[config.mk]
export PLATFORM = sky130hd
export DESIGN_NAME = gregorian_day_of_year_converter
export DESIGN_NICKNAME = d
export VERILOG_FILES = /design/src/design/gdoy_pkg.sv /design/src/design/gregorian_day_of_year_converter.sv /design/src/design/gdoy_year_stage.sv /design/src/design/gdoy_check_stage.sv /design/src/design/gdoy_calc_stage.sv
export SDC_FILE = /design/constraint.sdc
export NUM_CORES = 1
export LEC_CHECK = 0
export BUFFER_PORTS_ARGS = -buffer_cell sky130_fd_sc_hd__buf_2
export CORE_UTILIZATION = 60
export CTS_CLUSTER_SIZE = 28
export DETAILED_ROUTE_END_ITERATION = 8
export GPL_TIMING_DRIVEN = 1
export HOLD_SLACK_MARGIN = 0.06
export PLACE_DENSITY = 0.81
export SKIP_LAST_GASP = 1
export SYNTH_ARGS = -nofsm -noshare
export SYNTH_HDL_FRONTEND = slang
export SYNTH_SLANG_ARGS = --single-unit
[constraint.sdc]
create_clock -name clock -period 7.6 [get_ports clock]
set_input_delay 1.52 -clock clock [delete_from_list [all_inputs] [get_ports clock]]
set_output_delay 1.52 -clock clock [all_outputs]
set_load 0.02 [all_outputs]
[src/design/gdoy_pkg.sv]
// ----------------------------------------------------------------------------
// gdoy_pkg
// Shared types, codes and the month table of the day-of-year converter.
// ----------------------------------------------------------------------------
package gdoy_pkg;

   localparam int DEFAULT_YEAR_BITS = 16;
   localparam int RSP_DATA_W        = 24;

   // modular inverse of 25 modulo 2**32
   localparam logic [31:0] INV25 = 32'hC28F5C29;

   localparam logic FUNC_TO_YEARDAY = 1'b0;
   localparam logic FUNC_TO_DATE    = 1'b1;

   localparam logic [2:0] STATUS_OK       = 3'd0;
   localparam logic [2:0] STATUS_BAD_YEAR = 3'd1;
   localparam logic [2:0] STATUS_BAD_MON  = 3'd2;
   localparam logic [2:0] STATUS_BAD_DAY  = 3'd3;
   localparam logic [2:0] STATUS_BAD_YDAY = 3'd4;

   typedef struct packed {
      logic       func;
      logic       year_zero;
      logic       mod4;
      logic       mod16;
      logic [3:0] month;
      logic [4:0] day;
      logic [8:0] yday;
   } item_type;

   typedef struct packed {
      logic       func;
      logic       leap;
      logic [2:0] status;
      logic [3:0] month;
      logic [4:0] day;
      logic [8:0] yday;
   } chk_type;

   typedef struct packed {
      logic [4:0] day;
      logic [3:0] month;
      logic [8:0] yday;
      logic [2:0] status;
   } rsp_type;

   // days before the first of month m in a common year
   function automatic logic [8:0] days_before(input logic [3:0] m);
      logic [8:0] d;
      case (m)
         4'd1:    d = 9'd0;
         4'd2:    d = 9'd31;
         4'd3:    d = 9'd59;
         4'd4:    d = 9'd90;
         4'd5:    d = 9'd120;
         4'd6:    d = 9'd151;
         4'd7:    d = 9'd181;
         4'd8:    d = 9'd212;
         4'd9:    d = 9'd243;
         4'd10:   d = 9'd273;
         4'd11:   d = 9'd304;
         4'd12:   d = 9'd334;
         default: d = 9'd0;
      endcase
      return d;
   endfunction

endpackage

[src/design/gregorian_day_of_year_converter.sv]
// Requests pass the year, check and calc stage registers on their way to rsp_.
// Throughput: one transaction per cycle; stages hold under backpressure.
// Leap test needs a year-bits multiply by the inverse of 25, given a stage.
// Reset clears every stage valid; payload registers are not reset.
// ----------------------------------------------------------------------------
// gregorian_day_of_year_converter
// Converts a date to its day number in a Gregorian year, or back.
// ----------------------------------------------------------------------------
module gregorian_day_of_year_converter #(
   parameter int YEAR_BITS = gdoy_pkg::DEFAULT_YEAR_BITS
) (
   input  logic                   clock,
   input  logic                   reset,
   input  logic                   req_tvalid,
   output logic                   req_tready,
   // year, month_in, day_in, yearday_in
   input  logic [((YEAR_BITS+18+7)/8)*8-1:0] req_tdata,
   // func
   input  logic                   req_tuser,
   output logic                   rsp_tvalid,
   input  logic                   rsp_tready,
   // status, yearday_out, month_out, day_out
   output logic [gdoy_pkg::RSP_DATA_W-1:0] rsp_tdata
);

   localparam int MON_LO = YEAR_BITS;
   localparam int DAY_LO = YEAR_BITS + 4;
   localparam int YD_LO  = YEAR_BITS + 9;

   logic                 s1_valid, s1_ready;
   gdoy_pkg::item_type   s1_item;
   logic [YEAR_BITS-1:0] s1_prod;
   logic                 s2_valid, s2_ready;
   gdoy_pkg::chk_type    s2_chk;
   gdoy_pkg::rsp_type    rsp;

   gdoy_year_stage #(
      .YEAR_BITS (YEAR_BITS)
   ) u_year (
      .clock     (clock),
      .reset     (reset),
      .in_valid  (req_tvalid),
      .in_ready  (req_tready),
      .in_func   (req_tuser),
      .in_year   (req_tdata[YEAR_BITS-1:0]),
      .in_month  (req_tdata[MON_LO +: 4]),
      .in_day    (req_tdata[DAY_LO +: 5]),
      .in_yday   (req_tdata[YD_LO +: 9]),
      .out_valid (s1_valid),
      .out_ready (s1_ready),
      .out_item  (s1_item),
      .out_prod  (s1_prod)
   );

   gdoy_check_stage #(
      .YEAR_BITS (YEAR_BITS)
   ) u_check (
      .clock     (clock),
      .reset     (reset),
      .in_valid  (s1_valid),
      .in_ready  (s1_ready),
      .in_item   (s1_item),
      .in_prod   (s1_prod),
      .out_valid (s2_valid),
      .out_ready (s2_ready),
      .out_chk   (s2_chk)
   );

   gdoy_calc_stage u_calc (
      .clock     (clock),
      .reset     (reset),
      .in_valid  (s2_valid),
      .in_ready  (s2_ready),
      .in_chk    (s2_chk),
      .out_valid (rsp_tvalid),
      .out_ready (rsp_tready),
      .out_rsp   (rsp)
   );

   assign rsp_tdata = {3'd0, rsp};

endmodule

[src/design/gdoy_year_stage.sv]
// ----------------------------------------------------------------------------
// gdoy_year_stage
// First stage: capture the transaction and multiply the year by the inverse
// of 25 for the divisibility test.
// ----------------------------------------------------------------------------
module gdoy_year_stage #(
   parameter int YEAR_BITS = gdoy_pkg::DEFAULT_YEAR_BITS
) (
   input  logic                  clock,
   input  logic                  reset,
   input  logic                  in_valid,
   output logic                  in_ready,
   input  logic                  in_func,
   input  logic [YEAR_BITS-1:0]  in_year,
   input  logic [3:0]            in_month,
   input  logic [4:0]            in_day,
   input  logic [8:0]            in_yday,
   output logic                  out_valid,
   input  logic                  out_ready,
   output gdoy_pkg::item_type    out_item,
   output logic [YEAR_BITS-1:0]  out_prod
);

   localparam logic [YEAR_BITS-1:0] INV = YEAR_BITS'(gdoy_pkg::INV25);

   logic                 valid_ff;
   gdoy_pkg::item_type   item_ff, item_in;
   logic [YEAR_BITS-1:0] prod_ff, prod_in;
   logic                 load;

   assign in_ready = !valid_ff || out_ready;
   assign load     = in_valid && in_ready;

   always_comb begin
      item_in.func      = in_func;
      item_in.year_zero = (in_year == '0);
      item_in.mod4      = (in_year[1:0] == 2'b00);
      item_in.mod16     = (in_year[3:0] == 4'b0000);
      item_in.month     = in_month;
      item_in.day       = in_day;
      item_in.yday      = in_yday;
      prod_in           = in_year * INV;
   end

   always_ff @(posedge clock) begin
      if (reset) begin
         valid_ff <= 1'b0;
      end else if (in_ready) begin
         valid_ff <= in_valid;
      end
   end

   always_ff @(posedge clock) begin
      if (load) begin
         item_ff <= item_in;
         prod_ff <= prod_in;
      end
   end

   assign out_valid = valid_ff;
   assign out_item  = item_ff;
   assign out_prod  = prod_ff;

endmodule

[src/design/gdoy_check_stage.sv]
// ----------------------------------------------------------------------------
// gdoy_check_stage
// Second stage: resolve the leap flag, run the range checks and locate the
// month of a day number.
// ----------------------------------------------------------------------------
module gdoy_check_stage #(
   parameter int YEAR_BITS = gdoy_pkg::DEFAULT_YEAR_BITS
) (
   input  logic                  clock,
   input  logic                  reset,
   input  logic                  in_valid,
   output logic                  in_ready,
   input  gdoy_pkg::item_type    in_item,
   input  logic [YEAR_BITS-1:0]  in_prod,
   output logic                  out_valid,
   input  logic                  out_ready,
   output gdoy_pkg::chk_type     out_chk
);

   localparam logic [YEAR_BITS-1:0] DIV25_MAX =
      YEAR_BITS'(((64'd1 << YEAR_BITS) - 64'd1) / 64'd25);

   logic              valid_ff;
   gdoy_pkg::chk_type chk_ff, chk_in;
   logic              load;
   logic              div25;
   logic              leap;
   logic [10:0]       past;
   logic [8:0]        bound;

   assign in_ready = !valid_ff || out_ready;
   assign load     = in_valid && in_ready;

   always_comb begin
      div25 = (in_prod <= DIV25_MAX);
      leap  = (in_item.mod4 && !div25) || (in_item.mod16 && div25);
      for (int k = 0; k < 11; k++) begin
         bound   = gdoy_pkg::days_before(4'(k + 2)) + ((k > 0) ? {8'd0, leap} : 9'd0);
         past[k] = (in_item.yday > bound);
      end

      chk_in.func  = in_item.func;
      chk_in.leap  = leap;
      chk_in.day   = in_item.day;
      chk_in.yday  = in_item.yday;
      chk_in.month = in_item.month;
      if (in_item.func == gdoy_pkg::FUNC_TO_YEARDAY) begin
         if (in_item.year_zero) begin
            chk_in.status = gdoy_pkg::STATUS_BAD_YEAR;
         end else if (in_item.month == 4'd0 || in_item.month > 4'd12) begin
            chk_in.status = gdoy_pkg::STATUS_BAD_MON;
         end else if (in_item.day == 5'd0) begin
            chk_in.status = gdoy_pkg::STATUS_BAD_DAY;
         end else begin
            chk_in.status = gdoy_pkg::STATUS_OK;
         end
      end else begin
         chk_in.month = 4'd1 + 4'($countones(past));
         if (in_item.yday == 9'd0 || in_item.yday > (9'd365 + {8'd0, leap})) begin
            chk_in.status = gdoy_pkg::STATUS_BAD_YDAY;
         end else if (in_item.year_zero) begin
            chk_in.status = gdoy_pkg::STATUS_BAD_YEAR;
         end else begin
            chk_in.status = gdoy_pkg::STATUS_OK;
         end
      end
   end

   always_ff @(posedge clock) begin
      if (reset) begin
         valid_ff <= 1'b0;
      end else if (in_ready) begin
         valid_ff <= in_valid;
      end
   end

   always_ff @(posedge clock) begin
      if (load) begin
         chk_ff <= chk_in;
      end
   end

   assign out_valid = valid_ff;
   assign out_chk   = chk_ff;

endmodule

[src/design/gdoy_calc_stage.sv]
// ----------------------------------------------------------------------------
// gdoy_calc_stage
// Third stage: add or subtract the days before the month and hold the result
// in the output register.
// ----------------------------------------------------------------------------
module gdoy_calc_stage (
   input  logic               clock,
   input  logic               reset,
   input  logic               in_valid,
   output logic               in_ready,
   input  gdoy_pkg::chk_type  in_chk,
   output logic               out_valid,
   input  logic               out_ready,
   output gdoy_pkg::rsp_type  out_rsp
);

   logic              valid_ff;
   gdoy_pkg::rsp_type rsp_ff, rsp_in;
   logic              load;
   logic [8:0]        lead_days;
   logic [8:0]        diff;

   assign in_ready = !valid_ff || out_ready;
   assign load     = in_valid && in_ready;

   always_comb begin
      lead_days = gdoy_pkg::days_before(in_chk.month)
                + ((in_chk.month > 4'd2) ? {8'd0, in_chk.leap} : 9'd0);
      diff      = in_chk.yday - lead_days;

      rsp_in.status = in_chk.status;
      rsp_in.yday   = 9'd0;
      rsp_in.month  = 4'd0;
      rsp_in.day    = 5'd0;
      if (in_chk.status == gdoy_pkg::STATUS_OK) begin
         if (in_chk.func == gdoy_pkg::FUNC_TO_YEARDAY) begin
            rsp_in.yday = lead_days + {4'd0, in_chk.day};
         end else begin
            rsp_in.month = in_chk.month;
            rsp_in.day   = diff[4:0];
         end
      end
   end

   always_ff @(posedge clock) begin
      if (reset) begin
         valid_ff <= 1'b0;
      end else if (in_ready) begin
         valid_ff <= in_valid;
      end
   end

   always_ff @(posedge clock) begin
      if (load) begin
         rsp_ff <= rsp_in;
      end
   end

   assign out_valid = valid_ff;
   assign out_rsp   = rsp_ff;

endmodule

==> qor.txt, run 1 <==
outcome - completed
Crit path max-delay family - adder cells
Netlist cell types - 61
Placer Congestion - 0.9304
CTS Buffer Depth - 2
max cap viols - 0
share of cells above drive strength 1 - 15.00%
Rows - 37
Cell Pwr Density - 257.7 nW/um^2
setup ws final - 0.7926 ns
number of enable flip-flop cells after synthesis - 78
port bufs - 61
antenna violations before repair - 0
TritonCTS Sinks - 90
clk_lat worst skew - 0.37 ns
first-pass GRT wire length - 19.65 mm
Final ANT Viol Nets - 0
hold path endpoint - u_check.out_chk[10]$_DFFE_PP_
RSZ-0062 raised after global routing - false
TritonCTS Buffers - 9
Synth Flop Type - edfxtp_1
# DRC - 0
postcts setup bufs - 0
worst reg-to-reg path cell count - 25
die area - 11,140 um^2
post-route minimum period - 6.807 ns
P&R area growth vs syn - 9.453%
Worst IR Drop VDD - 207.9 uV
slowest stage delay, CP - 0.54 ns
chip height - 105.5 um
slew margin rel. - 36.01%
endpoints failing hold - 0
worst slack, placed - 0.7715 ns
Vias - 4,377
Tcrit/Tclk final - 89.57%
Post-Route Setup TNS - 0 ns
synthesized netlist cell count - 594
Setup violations, final - 0
CP Buf/Inv Count - 6
Psw - 0.6671 mW
Syn Area/Cell - 10.83 um^2
Clock Skew - 0.01359 ns
worst slew pin tran - 0.9556 ns
Total GRT Usage - 22.54%
clk root buf - clkbuf_8
I/O pin count - 71
WL/cell - 14.51 um
Post-Syn Area - 6432 um^2
Async SR Flop Fraction - 0%
combinational share of power - 46.6%
leak pwr - 3.298 nW
Seq cells post-synth - 90
FF+latch area - 2582 um^2
total gr overflow - 0
Worst path slowest cell - or4_4
Iter 0 DRT Violations - 216
Max Freq - 0.1469 GHz
reg2reg start - u_year.out_prod[14]$_DFFE_PP_
Hold Startpoint - u_year.out_item[10]$_DFFE_PP_
core area - 10,370 um^2
Worst Hold Depth - 0
Worst path most repeated cell - inv_1
R2R setup slack - 0.79 ns
largest net degree at the start of global routing - 39
CP startpoint kind - flop
HPWL after detailed placement - 9.210 mm
H-tree levels - 3
Post-CTS Hold Fix Bufs - 0
Int Pwr - 1.147 mW
area of the multi-input gates - 3383 um^2
sequential share of power - 37.6%
Vias/cell - 5.499
vias in the first global route - 4,415
Slew Limit Fails - 0
CTS tree - built
CP required - 7.86 ns
CP endpoint kind - flop
register area share after synthesis - 40.15%
kind of critical path - reg2reg
Reg clk slew, reported paths - 0.09 ns
effective utilization at floorplan - 62.03%
Die Wd - 105.5 um
HP Class - reg2reg
filler instances - 805
nets - 819
Switching Share - 36.77%
PostCTS Resize Cnt - 0
Inserted Diodes - 0
clock share of power - 15.9%
Synth Warn # - 0
critical path peak fanout - 13
First-pass DRT Iterations - 5
Worst EP arrival - 7.07 ns
DRT Wirelength - 11.55 mm
==> layer usage <==
layer	wire length [um]	global-route usage, %
met3	582	3.958
met4	200	7.639
met2	6008	41.78
met5	0	0
met1	4754	26.21
==> synthesized netlist by cell type, types with 5 or more instances <==
cell type / number / area, um^2
ha_1: 93 / 1164
xnor2_1: 28 / 245.2
a31oi_1: 5 / 31.28
a211oi_1: 5 / 37.54
inv_1: 109 / 409.1
nand3_1: 7 / 35.03
o21ai_0: 17 / 85.08
xor2_1: 8 / 70.07
nor3_1: 10 / 50.05
nand2_1: 23 / 86.33
clkbuf_1: 12 / 45.04
a21o_1: 8 / 60.06
fa_1: 26 / 520.5
edfxtp_1: 78 / 2342
mux2i_1: 5 / 50.05
and3_1: 5 / 31.28
dfxtp_1: 12 / 240.2
nor2b_1: 8 / 50.05
nor2_1: 43 / 161.4
a21oi_1: 21 / 105.1
mux2_2: 7 / 78.83
==> power by group through the flow <==
| stage | logic, mW | clock network, mW | registers, mW |
|---|---|---|---|
| floorplan | 0.654 | 0 | 0.680 |
| global placement | 0.801 | 0 | 0.687 |
| detailed placement | 0.842 | 0 | 0.692 |
| CTS | 0.854 | 0.292 | 0.681 |
| global route | 0.966 | 0.310 | 0.691 |
| finish | 0.845 | 0.288 | 0.681 |
==> cell usage in the layout, fill, tap and decap left out, types with 3 or more instances in the layout <==
master,netlist,layout
inv_1,109,109
ha_1,93,93
edfxtp_1,78,78
buf_2,0,61
nor2_1,43,43
xnor2_1,28,28
fa_1,26,26
nand2_1,23,23
a21oi_1,21,21
o21ai_0,17,17
dfxtp_1,12,12
nor3_1,10,10
clkbuf_8,0,9
a21o_1,8,8
xor2_1,8,8
mux2_2,7,7
nand3_1,7,7
nor2b_1,8,7
mux2i_1,5,5
a211oi_1,5,5
and3_1,5,5
a31oi_1,5,4
or3_1,4,4
o21a_1,4,4
nor4_1,3,3
o211ai_1,3,3
nand2b_1,3,3
conb_1,1,3
buf_4,3,3
==> per-stage QoR <==
| step | hold slack, ns | instance area [um^2] | cells | utilization [%] | power (mW) |
|---|---|---|---|---|---|
| detailed placement | 0.4460 | 6873 | 780 | 66.28 | 1.534 |
| finish | 0.4724 | 7041 | 796 | 67.89 | 1.814 |
| global placement | 0.4586 | 6873 | 780 | 66.28 | 1.488 |
| floorplan | 0.4169 | 6440 | 596 | - | 1.334 |
| CTS | 0.4743 | 7041 | 796 | 67.89 | 1.827 |
| global route | 0.4951 | 7041 | 796 | 67.89 | 1.967 |
==> registers in the layout (all words and copies together) (netlist names), named ones only <==
| signal | count |
|---|---|
| u_year.out_item | 22 |
| u_calc.out_rsp | 21 |
| u_check.out_chk | 19 |
| u_year.out_prod | 16 |
| u_calc.out_valid | 1 |
| u_check.out_valid | 1 |
| u_year.out_valid | 1 |
==> worst reg2reg max path, cell delays in order, from the launching register on <==
cell and delay [ns]:
edfxtp_1 0.37, or4_4 0.54, nor4_1 0.29, o21bai_2 0.19, mux2_4 0.40, ha_1 0.50, nand2b_1 0.19, nor2_1 0.06
o31a_2 0.29, o211ai_1 0.18, ha_1 0.17, inv_1 0.05, fa_1 0.47, inv_1 0.05, fa_1 0.53, inv_1 0.05
fa_1 0.54, inv_1 0.05, ha_1 0.20, fa_1 0.43, mux2_2 0.29, mux2i_1 0.13, buf_4 0.19, inv_1 0.11
ha_1 0.18, mux2_2 0.25
==> logic make-up after synthesis <==
logic type | share of synthesized area [%]
AO/OA/AOI/OAI | 9.220
buffers and inverters | 7.644
AND/OR/NAND/NOR | 9.609
adder cells (fa/ha/maj) | 26.18
flip-flops | 40.15
multiplexers | 2.237
XOR/XNOR | 4.902
other | 0.05830
==> worst max path at each step <==
stage / depth (start not counted) / to / from
2_1_floorplan: 27 / flop / u_year.out_prod[14]$_DFFE_PP_
3_3_place_gp: 25 / flop / u_year.out_prod[14]$_DFFE_PP_
3_5_place_dp: 25 / flop / u_year.out_prod[14]$_DFFE_PP_
4_1_cts: 25 / flop / u_year.out_prod[14]$_DFFE_PP_
5_1_grt: 26 / flop / u_year.out_prod[14]$_DFFE_PP_
6_report: 25 / flop / u_year.out_prod[14]$_DFFE_PP_
==> area by class of cell <==
cell class,count,area share (%)
flip-flops and latches,90,36.68
well taps,136,2.417
multi-input cells,381,48.05
repair buffers,64,4.656
clock inverters,6,0.5687
inverters,109,5.811
clock buffers,10,1.813
(Power assumes the default switching activity.)
==> run 2: changes to the inputs <==
Settings changed: RECOVER_POWER set to 100.
==> run 2 against run 1 <==
Compared with the run above: global-route usage did not move; critical path depth did not move; utilization fell by 0.47 points; combinational power fell by 0.6%; worst hold slack improved by 0.00071 ns; the flow now finishes with violations (max-capacitance violations, max-slew violations); total power fell by 0.29%; cell area fell by 0.69%; clock-buffer cell count did not move; largest cell class unchanged; sequential share of layout area rose by 0.26 points; setup slack got worse by 0.10 ns.
==> qor.txt, run 2 (same netlist as run 1, synthesis figures left out) <==
CTS tree - built (unchanged)
TritonCTS Buffers - 9 (unchanged)
post-route minimum period - 6.912 ns (was 6.807 ns)
die area - 11,140 um^2 (unchanged)
Reg clk slew, reported paths - 0.09 ns (about the same)
worst slew pin tran - 2.111 ns (was 0.9556 ns)
vias in the first global route - 4,415 (unchanged)
Vias - 4,362 (was 4,377)
Worst EP arrival - 7.18 ns (was 7.07 ns)
antenna violations before repair - 0 (unchanged)
TritonCTS Sinks - 90 (unchanged)
postcts setup bufs - 0 (unchanged)
PostCTS Resize Cnt - 0 (unchanged)
Clock Skew - 0.01255 ns (was 0.01359 ns)
kind of critical path - reg2reg (unchanged)
DRT Wirelength - 11.60 mm (was 11.55 mm)
nets - 819 (unchanged)
CP startpoint kind - flop (unchanged)
Max Freq - 0.1447 GHz (was 0.1469 GHz)
P&R area growth vs syn - 8.695% (was 9.453%)
chip height - 105.5 um (unchanged)
WL/cell - 14.58 um (was 14.51 um)
Cell Pwr Density - 258.7 nW/um^2 (was 257.7 nW/um^2)
max reg flops - 22 (unchanged)
Placer Congestion - 0.9304 (unchanged)
slew margin rel. - -40.71% (was 36.01%)
core area - 10,370 um^2 (unchanged)
Total GRT Usage - 22.54% (unchanged)
H-tree levels - 3 (unchanged)
# DRC - 0 (unchanged)
Worst path slowest cell - or4_1 (was or4_4)
Tcrit/Tclk final - 90.94% (was 89.57%)
CP Buf/Inv Count - 6 (unchanged)
first-pass GRT wire length - 19.65 mm (unchanged)
Worst IR Drop VDD - 206.1 uV (was 207.9 uV)
HPWL after detailed placement - 9.210 mm (unchanged)
effective utilization at floorplan - 62.03% (unchanged)
Iter 0 DRT Violations - 216 (unchanged)
Post-Route Setup TNS - 0 ns (unchanged)
RSZ-0062 raised after global routing - false (unchanged)
First-pass DRT Iterations - 5 (unchanged)
Slew Limit Fails - 61 (was 0)
Rows - 37 (unchanged)
setup ws final - 0.6885 ns (was 0.7926 ns)
share of cells above drive strength 1 - 9.545% (was 15.00%)
HP Class - reg2reg (unchanged)
port bufs - 61 (unchanged)
outcome - finished with violations (was completed)
clk_lat worst skew - 0.37 ns (about the same)
total gr overflow - 0 (unchanged)
max cap viols - 2 (was 0)
Crit path max-delay family - adder cells (unchanged)
slowest stage delay, CP - 0.56 ns (was 0.54 ns)
Setup violations, final - 0 (unchanged)
most common cell after layout, fill and taps aside - inv_1 (unchanged)
clk root buf - clkbuf_8 (unchanged)
Worst path most repeated cell - inv_1 (unchanged)
endpoints failing hold - 0 (unchanged)
critical path peak fanout - 13 (unchanged)
Inserted Diodes - 0 (unchanged)
CP endpoint kind - flop (unchanged)
I/O pin count - 71 (unchanged)
commonest non-fill, non-tap cells in the layout - inv_1, ha_1, edfxtp_1 (unchanged)
CTS Buffer Depth - 2 (unchanged)
Die Wd - 105.5 um (unchanged)
CP required - 7.87 ns (was 7.86 ns)
largest net degree at the start of global routing - 39 (unchanged)
worst slack, placed - 0.7715 ns (unchanged)
Final ANT Viol Nets - 0 (unchanged)
failing checks - max-capacitance violations, max-slew violations
Vias/cell - 5.480 (was 5.499)
leak pwr - 3.198 nW (was 3.298 nW)
Post-CTS Hold Fix Bufs - 0 (unchanged)
[run 2: final timing paths]
path / cells after the start / to / slack, ns / start
worst max-delay path: 25 / flop / 0.69 / u_year.out_prod[14]$_DFFE_PP_
worst min register to register: 0 / u_check.out_chk[10]$_DFFE_PP_ / 0.47 / u_year.out_item[10]$_DFFE_PP_
worst min-delay path: 0 / u_check.out_chk[10]$_DFFE_PP_ / 0.47 / u_year.out_item[10]$_DFFE_PP_
worst max register to register: 25 / flop / 0.69 / u_year.out_prod[14]$_DFFE_PP_
[run 2: worst reg2reg max path, cell delays in order, from the launching register on]
cell      delay, ns
edfxtp_1       0.36
or4_1          0.56
nor4_1         0.31
o21bai_1       0.21
mux2_4         0.41
ha_1           0.50
nand2b_1       0.18
nor2_1         0.06
o31a_2         0.29
o211ai_1       0.18
ha_1           0.17
inv_1          0.05
fa_1           0.47
inv_1          0.05
fa_1           0.53
inv_1          0.05
fa_1           0.54
inv_1          0.05
ha_1           0.20
fa_1           0.43
mux2_1         0.34
mux2i_1        0.14
buf_4          0.19
inv_1          0.11
ha_1           0.18
mux2_2         0.25
[run 2: where the power goes]
part / switching (mW) / total (mW) / internal (mW) / leakage [nW]
combinational: 0.453 / 0.840 / 0.387 / 2.24
clock: 0.168 / 0.288 / 0.120 / 0.0917
sequential: 0.0455 / 0.681 / 0.635 / 0.868
[run 2: layout make-up]
cell class              count  area [um^2]
clock buffers              10        127.6
fillers                   825         3378
flip-flops and latches     90         2582
well taps                 136        170.2
multi-input cells         381         3373
clock inverters             6        40.04
repair buffers             64        289.0
inverters                 109        409.1
[run 2: metrics by stage]
stage               hold WS [ns]  cells  total power, mW  cell area (um^2)  utilization, %
floorplan                 0.4169    596            1.334              6440               -
CTS                       0.4743    796            1.827              7041           67.89
detailed placement        0.4460    780            1.534              6873           66.28
finish                    0.4731    796            1.809              6992           67.42
global route              0.4951    796            1.961              6992           67.42
global placement          0.4586    780            1.488              6873           66.28
[run 2: per-layer routing]
metal / wire length [um] / up-vias / global-route usage, % / share of wire, %
met5: 0 / - / 0 / 0
met4: 213 / 0 / 7.639 / 1.8
met3: 613 / 16 / 3.958 / 5.3
met2: 5977 / 132 / 41.78 / 52
met1: 4798 / 2055 / 26.21 / 41
li1: - / 2159 / - / -
